==> src/rtl/core/fifo_id_pool_allocator_defines.svh <==
// assertion macros used by the id pool control rtl
`ifndef FIFO_ID_POOL_ALLOCATOR_DEFINES_SVH
`define FIFO_ID_POOL_ALLOCATOR_DEFINES_SVH
`ifndef SYNTHESIS
// property that holds in every cycle
`define IDP_ASSERT_COMB(label, dis, expr, msg) \
  label: assert property (@(posedge clk) disable iff (dis) (expr)) else $error(msg);
// property that holds in the cycle after its trigger
`define IDP_ASSERT_NEXT(label, dis, ante, cons, msg) \
  label: assert property (@(posedge clk) disable iff (dis) (ante) |=> (cons)) else $error(msg);
`else
`define IDP_ASSERT_COMB(label, dis, expr, msg)
`define IDP_ASSERT_NEXT(label, dis, ante, cons, msg)
`endif
`endif

==> src/rtl/core/idpool_pkg.sv <==
// types, constants and helpers for the id pool allocator
`default_nettype none
package idpool_pkg;

  localparam int NUM_IDS = 128;
  localparam int ID_W    = $clog2(NUM_IDS);
  localparam int CNT_W   = ID_W + 1;
  localparam int CFG_W   = 8;

  typedef enum logic [1:0] {
    MODE_ALLOC   = 2'd0,
    MODE_RELEASE = 2'd1,
    MODE_CHECK   = 2'd2
  } mode_t;

  // request from the pool control to the free ring
  typedef struct packed {
    logic            reinit;
    logic            we;
    logic [ID_W-1:0] waddr;
    logic [ID_W-1:0] wdata;
    logic [ID_W-1:0] raddr;
  } ring_req_t;

  // effective pool size: zero means one, large values saturate
  function automatic logic [CNT_W-1:0] pool_size(input logic [CFG_W-1:0] v);
    logic [CNT_W-1:0] s;
    if (v == '0) begin
      s = CNT_W'(1);
    end else if (32'(v) > NUM_IDS) begin
      s = CNT_W'(NUM_IDS);
    end else begin
      s = CNT_W'(v);
    end
    return s;
  endfunction

endpackage
`default_nettype wire

==> src/rtl/core/idpool_ring.sv <==
// free id ring memory with a registered read of the head entry
`default_nettype none
module idpool_ring import idpool_pkg::*; (
  input  wire logic            clk,
  input  ring_req_t            req,
  output logic      [ID_W-1:0] head_id
);

  logic [ID_W-1:0]    ring_mem [NUM_IDS];
  logic [NUM_IDS-1:0] written;
  logic [ID_W-1:0]    rd_data;
  logic               rd_written;
  logic [ID_W-1:0]    rd_addr;
  logic               byp;
  logic [ID_W-1:0]    byp_data;

  // memory write and registered read
  always_ff @(posedge clk) begin
    if (req.we) begin
      ring_mem[req.waddr] <= req.wdata;
    end
    rd_data  <= ring_mem[req.raddr];
    byp_data <= req.wdata;
  end

  // written flags stand in for the identity fill after reinit
  always_ff @(posedge clk) begin
    if (req.reinit) begin
      written    <= '0;
      rd_written <= 1'b0;
      rd_addr    <= '0;
      byp        <= 1'b0;
    end else begin
      if (req.we) begin
        written[req.waddr] <= 1'b1;
      end
      rd_written <= written[req.raddr];
      rd_addr    <= req.raddr;
      byp        <= req.we && (req.waddr == req.raddr);
    end
  end

  // head entry: same-cycle write wins, unwritten entry holds its index
  assign head_id = byp ? byp_data : (rd_written ? rd_data : rd_addr);

endmodule
`default_nettype wire

==> src/rtl/core/idpool_ctrl.sv <==
// pool pointers, per-id taken flags, request decode and result register
`default_nettype none
`include "fifo_id_pool_allocator_defines.svh"
module idpool_ctrl import idpool_pkg::*; (
  input  wire logic             clk,
  input  wire logic             rst,
  input  wire logic             op_valid,
  input  wire logic [1:0]       mode_q,
  input  wire logic [ID_W-1:0]  id_q,
  input  wire logic             cfg_we,
  input  wire logic [CFG_W-1:0] cfg_data,
  input  wire logic [ID_W-1:0]  head_id,
  output ring_req_t             ring_req,
  output logic                  done,
  output logic      [ID_W-1:0]  granted_id,
  output logic                  status,
  output logic                  available
);

  logic [CFG_W-1:0]   ids_in_use;
  logic [ID_W-1:0]    head;
  logic [ID_W-1:0]    head_next;
  logic [ID_W-1:0]    tail;
  logic [ID_W-1:0]    tail_next;
  logic [CNT_W-1:0]   free_count;
  logic [CNT_W-1:0]   free_count_next;
  logic [NUM_IDS-1:0] taken;
  logic [NUM_IDS-1:0] taken_next;
  logic [CNT_W-1:0]   pool_sz;
  logic [CNT_W-1:0]   init_sz;
  logic [CNT_W-1:0]   head_inc;
  logic [CNT_W-1:0]   tail_inc;
  logic               in_range;
  logic               id_taken;
  logic               alloc_ok;
  logic               rel_ok;
  logic               rel_rej;
  logic [ID_W-1:0]    res_id;
  logic               res_status;
  logic               res_avail;

  assign pool_sz  = pool_size(ids_in_use);
  assign init_sz  = rst ? CNT_W'(NUM_IDS) : pool_size(cfg_data);
  assign in_range = {1'b0, id_q} < pool_sz;
  assign id_taken = taken[id_q];
  assign head_inc = {1'b0, head} + CNT_W'(1);
  assign tail_inc = {1'b0, tail} + CNT_W'(1);

  // request decode
  always_comb begin
    head_next       = head;
    tail_next       = tail;
    free_count_next = free_count;
    taken_next      = taken;
    alloc_ok        = 1'b0;
    rel_ok          = 1'b0;
    rel_rej         = 1'b0;
    res_id          = '0;
    res_status      = 1'b0;
    res_avail       = 1'b0;
    if (op_valid) begin
      unique case (mode_t'(mode_q))
        MODE_ALLOC: begin
          if (free_count == '0) begin
            res_status = 1'b1;
          end else begin
            alloc_ok            = 1'b1;
            res_id              = head_id;
            taken_next[head_id] = 1'b1;
            head_next           = (head_inc >= pool_sz) ? '0 : head_inc[ID_W-1:0];
            free_count_next     = free_count - CNT_W'(1);
          end
        end
        MODE_RELEASE: begin
          if (!in_range || !id_taken) begin
            rel_rej    = 1'b1;
            res_status = 1'b1;
          end else begin
            rel_ok           = 1'b1;
            taken_next[id_q] = 1'b0;
            tail_next        = (tail_inc >= pool_sz) ? '0 : tail_inc[ID_W-1:0];
            free_count_next  = free_count + CNT_W'(1);
          end
        end
        MODE_CHECK: begin
          if (!in_range) begin
            res_status = 1'b1;
          end else begin
            res_avail = !id_taken;
          end
        end
        default: begin
          res_status = 1'b1;
        end
      endcase
    end
  end

  // ring access: released id goes to the new tail, next head is prefetched
  always_comb begin
    ring_req.reinit = rst || cfg_we;
    ring_req.we     = rel_ok;
    ring_req.waddr  = tail_next;
    ring_req.wdata  = id_q;
    ring_req.raddr  = head_next;
  end

  // pool state, reinit on reset or size write
  always_ff @(posedge clk) begin
    if (rst || cfg_we) begin
      ids_in_use <= rst ? CFG_W'(NUM_IDS) : cfg_data;
      head       <= '0;
      tail       <= ID_W'(init_sz - CNT_W'(1));
      free_count <= init_sz;
      taken      <= '0;
    end else begin
      head       <= head_next;
      tail       <= tail_next;
      free_count <= free_count_next;
      taken      <= taken_next;
    end
  end

  // result register
  always_ff @(posedge clk) begin
    if (rst) begin
      done <= 1'b0;
    end else begin
      done <= op_valid;
    end
    granted_id <= res_id;
    status     <= res_status;
    available  <= res_avail;
  end

  `IDP_ASSERT_COMB(a_count_bound, rst, free_count <= pool_sz, "free count above pool size")
  `IDP_ASSERT_NEXT(a_result_follows, rst, op_valid, done, "transaction produced no result")
  `IDP_ASSERT_NEXT(a_alloc_count, rst || cfg_we, alloc_ok, free_count == $past(free_count) - CNT_W'(1), "allocate did not consume a free id")
  `IDP_ASSERT_NEXT(a_reject_stable, rst || cfg_we, rel_rej, $stable(free_count) && $stable(tail), "rejected release changed the pool")
  `IDP_ASSERT_NEXT(a_alloc_marks, rst || cfg_we, alloc_ok, taken[$past(head_id)], "granted id not marked taken")

endmodule
`default_nettype wire

==> src/rtl/core/fifo_id_pool_allocator.sv <==
// id pool allocator top: free id ring, taken flags and request register
// a transaction is held in the request register, then its result is strobed from the result register
// throughput: one transaction per cycle, busy stays low, set by the single ring read port
// the result strobe lasts one cycle and the receiver cannot stall it
// reset (synchronous) and any size write refill the pool through the ring written flags, no clearing pass
`default_nettype none
module fifo_id_pool_allocator import idpool_pkg::*; (
  input  wire logic             clk,
  input  wire logic             rst,
  input  wire logic             start,
  output logic                  busy,
  input  wire logic [1:0]       mode,
  input  wire logic [ID_W-1:0]  id_in,
  input  wire logic             cfg_we,
  input  wire logic [CFG_W-1:0] cfg_data,
  output logic                  done,
  output logic      [ID_W-1:0]  granted_id,
  output logic                  status,
  output logic                  available
);

  logic            op_valid;
  logic [1:0]      mode_q;
  logic [ID_W-1:0] id_q;
  ring_req_t       ring_req;
  logic [ID_W-1:0] head_id;

  assign busy = 1'b0;

  // request register
  always_ff @(posedge clk) begin
    if (rst) begin
      op_valid <= 1'b0;
    end else begin
      op_valid <= start && !busy;
    end
    mode_q <= mode;
    id_q   <= id_in;
  end

  idpool_ctrl u_ctrl (
    .clk        (clk),
    .rst        (rst),
    .op_valid   (op_valid),
    .mode_q     (mode_q),
    .id_q       (id_q),
    .cfg_we     (cfg_we),
    .cfg_data   (cfg_data),
    .head_id    (head_id),
    .ring_req   (ring_req),
    .done       (done),
    .granted_id (granted_id),
    .status     (status),
    .available  (available)
  );

  idpool_ring u_ring (
    .clk     (clk),
    .req     (ring_req),
    .head_id (head_id)
  );

endmodule
`default_nettype wire
==> config.mk <==
export PLATFORM = sky130hd
export DESIGN_NAME = fifo_id_pool_allocator
export DESIGN_NICKNAME = d
export VERILOG_FILES = /design/src/rtl/core/idpool_pkg.sv /design/src/rtl/core/idpool_ring.sv /design/src/rtl/core/idpool_ctrl.sv /design/src/rtl/core/fifo_id_pool_allocator.sv
export VERILOG_INCLUDE_DIRS = /design/src /design/src/rtl/core
export SDC_FILE = /design/constraint.sdc
export NUM_CORES = 2
export LEC_CHECK = 0
export ABC_AREA = 0
export BUFFER_PORTS_ARGS = -buffer_cell sky130_fd_sc_hd__buf_2
export CAP_MARGIN = 20
export CORE_UTILIZATION = 30
export DETAILED_ROUTE_END_ITERATION = 6
export PLACE_DENSITY = 0.5
export SYNTH_ARGS = -nofsm -noshare
export SYNTH_HDL_FRONTEND = slang
export SYNTH_SLANG_ARGS = --single-unit
==> constraint.sdc <==
create_clock -name clk -period 13.2 [get_ports clk]
set_input_delay 1.32 -clock clk [delete_from_list [all_inputs] [get_ports clk]]
set_output_delay 1.32 -clock clk [all_outputs]
set_load 0.03 [all_outputs]
# Word-level counts from Yosys, hierarchy flattened
# Memory sizes are Yosys's and may differ from the RTL's. A register that Yosys moved wholly into a read port is not among the register bits.
# Index checks and enable logic that the tools add are counted.
# word_totals
memories,1
romBits,0
latchBits,0
reg_bits,315
word_cells,109
mem_bits_rw,896
# op_classes
reduce_logical,19
multipliers,0
muxes,43
addsub,5
shift,0
order_cmp,12
div,0
eq_ne,7
n_bitwise,6
# memory_table
memory,words,word_bits,read_ports,rd_ports_with_merged_regs,write_ports,line_no,rtl
u_ring.ring_mem,128,7,1,1,1,idpool_ring.sv:9,logic [ID_W-1:0] ring_mem [NUM_IDS];
# op_table
op,n
2-to-1 mux 128 bit,2
bitwise OR 128 bit,2
case mux 128 bit (2 select lines),1
bitwise AND 128 bit,1
inverter 128 bit,1
2-to-1 mux 7 bit,11
2-to-1 mux 8 bit,9
"< comparator 7 x 8 -> 1 bit, second input constant",4
logical NOT 8 bit,3
demux 1 bit (select 7 bit),3
"greater-or-equal comparator 7 x 1 -> 1 bit, second input constant",3
"adder 7 x 1 -> 8 bit, second input constant",2
greater-or-equal comparator 8 bit,2
"greater-than comparator 8 bit, second input constant",2
case mux 8 bit (2 select lines),1
binary-select mux 1 bit (select 7 bit),2
2-to-1 mux 1 bit,13
"adder 8 x 1 -> 8 bit, second input constant",1
< comparator 7 x 8 -> 1 bit,1
AND reduction 4 bit,2
"subtractor 8 x 1 -> 8 bit, second input constant",1
equality test 7 bit,1
"subtractor 7 x 1 -> 7 bit, second input constant",1
"!= test 3 bit, second input constant",2
other kinds (13),21

# Logic depth before layout (Yosys ltp)
# depth
word_depth,14
mapped_depth,21
ltp_nobuf,15

# Modules after synthesis
# A second synthesis with hierarchy kept.
# unflattened
cells_unflattened,3153
hier_area_um2,49512.5
# by_module_without_submodules
module,area_per_inst_um2,seq_area_each_um2,cells_each,n_inst
idpool_ring,40022.1,29928.7,2029,1
idpool_ctrl,9265.1,3523.4,1111,1
fifo_id_pool_allocator,225.2,200.2,13,1

# Worst setup path before layout
# No wires, ideal clock.
# synth_timing
kind,flip-flop to flip-flop
from,reg id_q[0]
to,"mem u_ring.ring_mem[47][0] (netlist name), enable pin"
synth_period_minus_slack_ns,5.385
path_buffers,5
setup_slack_ns,7.815
t_required_ns,12.820
arrival_time_ns,5.005
setup_ns,0.380
path_stages_with_launch,15
path_cell_list,dfxtp_1 -> buf_4 -> buf_4 -> or2_2 -> o221ai_1 -> a22o_1 -> a211o_1 -> a31oi_1 -> and4_1 -> buf_2 -> nand2_1 -> o41a_1 -> buf_2 -> buf_2 -> nor3_1
# synth_via
elab_chain_cells,9
elab_cells_between_ends,14
classes_between,order compare (1); mux (10); reduce/logical (3)
# synth_rtl
element,line_no,rtl
start: declaration,fifo_id_pool_allocator.sv:24,logic [ID_W-1:0] id_q;
start signal: assignment,fifo_id_pool_allocator.sv:38,id_q <= id_in;
binary-select mux 1 bit (select 7 bit),idpool_ctrl.sv:45,assign id_taken = taken[id_q];
2-to-1 mux 1 bit (implied by the code),idpool_ctrl.sv:45,
logical NOT 1 bit,idpool_ctrl.sv:75,if (!in_range || !id_taken) begin
logical OR 1 bit *,idpool_ctrl.sv:75,
2-to-1 mux 1 bit,idpool_ctrl.sv:75,
2-to-1 mux 1 bit,idpool_ctrl.sv:62,unique case (mode_t'(mode_q))
2-to-1 mux 1 bit,idpool_ctrl.sv:61,if (op_valid) begin
2-to-1 mux 1 bit,idpool_ring.sv:19,if (req.we) begin
2-to-1 mux 1 bit (implied by the code),idpool_ring.sv:20,ring_mem[req.waddr] <= req.wdata;
end: declaration,idpool_ring.sv:9,
# Every way passes the cells marked *; elsewhere a longest branch is shown, timed or not. The select of a mux whose other input is x is not followed.

# Worst setup path after layout
# layout_timing
from,reg u_ctrl.head[1]
to,"reg u_ring.rd_data[5], read port of u_ring.ring_mem"
# layout_via
elab_chain_cells,6
# layout_rtl
element,line_no,rtl
start: declaration,idpool_ctrl.sv:21,logic [ID_W-1:0] head;
start signal: assignment,idpool_ctrl.sv:117,head <= head_next;
adder 7 x 1 -> 8 bit,idpool_ctrl.sv:46,"assign head_inc = {1'b0, head} + CNT_W'(1);"
greater-or-equal comparator 8 bit,idpool_ctrl.sv:70,head_next = (head_inc >= pool_sz) ? '0 : head_inc[ID_W-1:0];
2-to-1 mux 7 bit,idpool_ctrl.sv:70,
2-to-1 mux 7 bit,idpool_ctrl.sv:64,if (free_count == '0) begin
2-to-1 mux 7 bit,idpool_ctrl.sv:62,
2-to-1 mux 7 bit *,idpool_ctrl.sv:61,
end: declaration,idpool_ring.sv:11,logic [ID_W-1:0] rd_data;
# Every way passes the cells marked *; elsewhere a longest branch is shown, timed or not.
# A chain may end at the register's enable or synchronous reset.

==> results.cfg <==
[run_status]
status = completed

[power_and_ir_drop]
intPower_mw = 6.48
power.switching_mw = 2.01
power_leakage_nw = 19.4
p_seq_share_pct = 48.9
peakVddDrop_v = 0.000130
p_per_area_nw_per_um2 = 143
power_frac_comb_pct = 5.3
switching_share_pct = 23.7
clkPwrFrac_pct = 45.8
p_total_mw = 8.49

[sta]
slew_headroom_pct = 15.0
drv_slew = 0
min_period_ns = 7.23
hold_violations = 0
fmax_mhz = 138
fin_crit_sh_pct = 54.8
timing.final.ws_setup_ns = 5.97
setup_violations = 0
setup_tns_ns = 0
grt_setup_unrepaired = false
finalClockSkew_ns = 0.0747
worstMarginPinSlew_ns = 1.26

[layout]
drive_gt1_share_pct = 13.8
layout_common_cells = 912 x edfxtp_1, 359 x nand2_1, 298 x dfxtp_1
final_common_cell = edfxtp_1
nets = 4021
n_fill_cell = 16700
synthToLayoutAreaGrowth_pct = 14.1
final_cell_area_um2 = 59500
multiInputGateArea_um2 = 17100
seqCellArea_um2 = 33500
stdcell_count = 6390

[placed_design]
dpl_worst_slack_ns = 6.07
routabilityCongestion = 0.870
dpl.hpwl_um = 105000
io_buffers = 30
placed_cells = 6129
placed_area_um2 = 54800

[synthesis]
async_flop_share_pct = 0
syn_avg_cell_area_um2 = 13.1
synth_edf_count = 912
synth_cells = 3994
ys_warn_count = 0
syn-cell-area_um2 = 52200
ys_seq_area_share_pct = 64.2
synth_cell_type_count = 98
synth_seq_cells = 1218
synth_ff_type = edfxtp_1
postSynthNetCount = 4047

[detailed_routing]
drt-total-wl_um = 168000
post-route-drc-count = 0
initialDrtViolationCount = 3754
dr_wl_met3_um = 10400
via_per_inst = 5.48
top_layer = met5
wl_per_cell_um = 26.3
drt_pass1_iterations = 6
wl_met2_um = 77400
num_vias = 35000
drt-met1-wl_um = 75000
ant_nets = 0

[cts]
ctsRootBufferMaster = clkbuf_16
cts_resized = 0
cts.sinks = 1218
clkTransAtPathRegs_ns = 0.06
cts_max_path_buffers = 3
cts_setup_buffers = 0
cts_tree = done
clk_latency_ns = 0.80
h-tree-depth = 4
cts_buffers = 137
postCtsHoldBufs = 0

[setup_path]
setup.worst_path.start = u_ctrl.head[1]
path_delay_family = compound AO/OA/AOI/OAI gates
crit_path_top_delay_cell = a311oi_1
cp.required_ns = 13.81
startpoint_type = flop
slowest_delay_ns = 0.93
worst-path-buf-inv = 4
r2r_start = u_ctrl.head[1]
cp-end-kind = flop
crit_chain = ha_1 > and2_1 > nand4_1 > xor2_1 > inv_1 > ha_1 > a41o_1 > a21oi_2 > o311ai_4 > buf_4 > o21ai_4 > buf_12 > buf_4 > mux2i_1 > mux2i_1 > o21a_1 > a311oi_1 > a32oi_1
cp_max_fo = 124
criticalPathCategory = flop to flop
worst_ep_arrival_time_ns = 7.85

[hold_path]
min_from = u_ring.written[124]
hold_path.class = flop to flop

[grt]
overflow = 0
grt_max_degree = 130
antenna_found_initial = 3
track_usage_pct = 18.9
grt_pass1_wl_um = 245000
grt_pass1_vias = 34100

[die]
die_y_um = 419
die_area_um2 = 176000
die_x_um = 419
rows = 152
top_level_ports = 32
start_util_pct = 30.3
core_um2 = 172000

[flow_run]
drv_cap = 0
[Yosys cell counts (23+ instances only)]
cell type	n	area share, %
a211oi_1	47	0.68
a21oi_1	119	1.1
a221o_1	41	0.79
a22o_1	46	0.77
a22oi_1	33	0.47
a31oi_1	35	0.42
a32oi_1	23	0.39
and3_1	32	0.38
buf_2	101	0.97
buf_4	23	0.33
clkbuf_1	152	1.1
dfxtp_1	306	12
edfxtp_1	912	52
ha_1	31	0.74
inv_1	102	0.73
mux2_2	48	1.0
mux2i_1	179	3.4
mux4_2	101	4.4
nand2_1	360	2.6
nand3_1	92	0.88
nand4_1	30	0.36
nor2_1	270	1.9
nor2b_1	25	0.30
nor3_1	57	0.55
o211ai_1	164	2.4
o21ai_0	260	2.5
o311ai_0	62	1.0
[final cells by class]
type                       count  area share [%]
sequential                  1218            56.3
timing repair buffer         135            1.67
inverter                     104           0.656
tap                         2310            4.85
clock inverter                69            1.52
clock buffer                 181            6.24
antenna                        1         0.00420
multi-input combinational   2372            28.7
[layer usage]
layer,up-vias,GRT usage (%)
li1,15500,-
met1,18000,26.7
met2,1336,29.6
met3,261,2.83
met4,2,6.46
met5,-,0
[kinds of logic (layout without fill, tap and decap cells)]
| family | Yosys count | count (layout) | synth area share [%] |
|---|---|---|---|
| adder cells (fa/ha/maj) | 32 | 32 | 0.782 |
| AO/OA/AOI/OAI | 1035 | 1035 | 14.1 |
| buffers and inverters | 404 | 489 | 3.43 |
| XOR/XNOR | 24 | 24 | 0.417 |
| flip-flops | 1218 | 1218 | 64.2 |
| multiplexers | 328 | 328 | 8.83 |
| AND/OR/NAND/NOR | 952 | 952 | 8.24 |
| other | 1 | 2 | 0.00719 |
[flip-flops by register name, indices dropped and copies added, names as in the netlist, 2 cells and up]
signal / cells
id_q: 7
mode_q: 2
u_ctrl.free_count: 8
u_ctrl.granted_id: 7
u_ctrl.head: 7
u_ctrl.ids_in_use: 8
u_ctrl.tail: 7
u_ctrl.taken: 128
u_ring.byp_data: 7
u_ring.rd_data: 7
u_ring.ring_mem: 896
u_ring.written: 128
[path summary, 6_finish.rpt]
kind                         end  slack [ns]  cells after the start
max            u_ring.rd_data[5]        5.97                     18
min          u_ring.written[124]        0.45                      2
max reg2reg    u_ring.rd_data[5]        5.97                     18
min reg2reg  u_ring.written[124]        0.45                      2
[tightest hold or removal path, delay by kind of cell (launching register included)]
kind,cells,cell delay [ns]
AND/OR/NAND/NOR,1,0.04
AO/OA/AOI/OAI,1,0.05
flip-flops,1,0.32
[per-stage QoR]
stage / hold WS (ns) / utilization, %
finish: 0.448 / 34.6
global route: 0.472 / 34.6
CTS: 0.450 / 34.5
detailed placement: 0.435 / 31.9
global placement: 0.432 / 31.8
floorplan: 0.420 / -
[power by group through the flow]
stage | Combinational, mW | Clock (mW) | Sequential [mW]
floorplan | 0.266 | 0 | 4.24
global placement | 0.447 | 0 | 4.24
detailed placement | 0.449 | 0 | 4.24
CTS | 0.451 | 3.96 | 4.15
global route | 0.484 | 4.10 | 4.15
finish | 0.453 | 3.89 | 4.15
No activity file was read; power rests on OpenSTA's default activity.
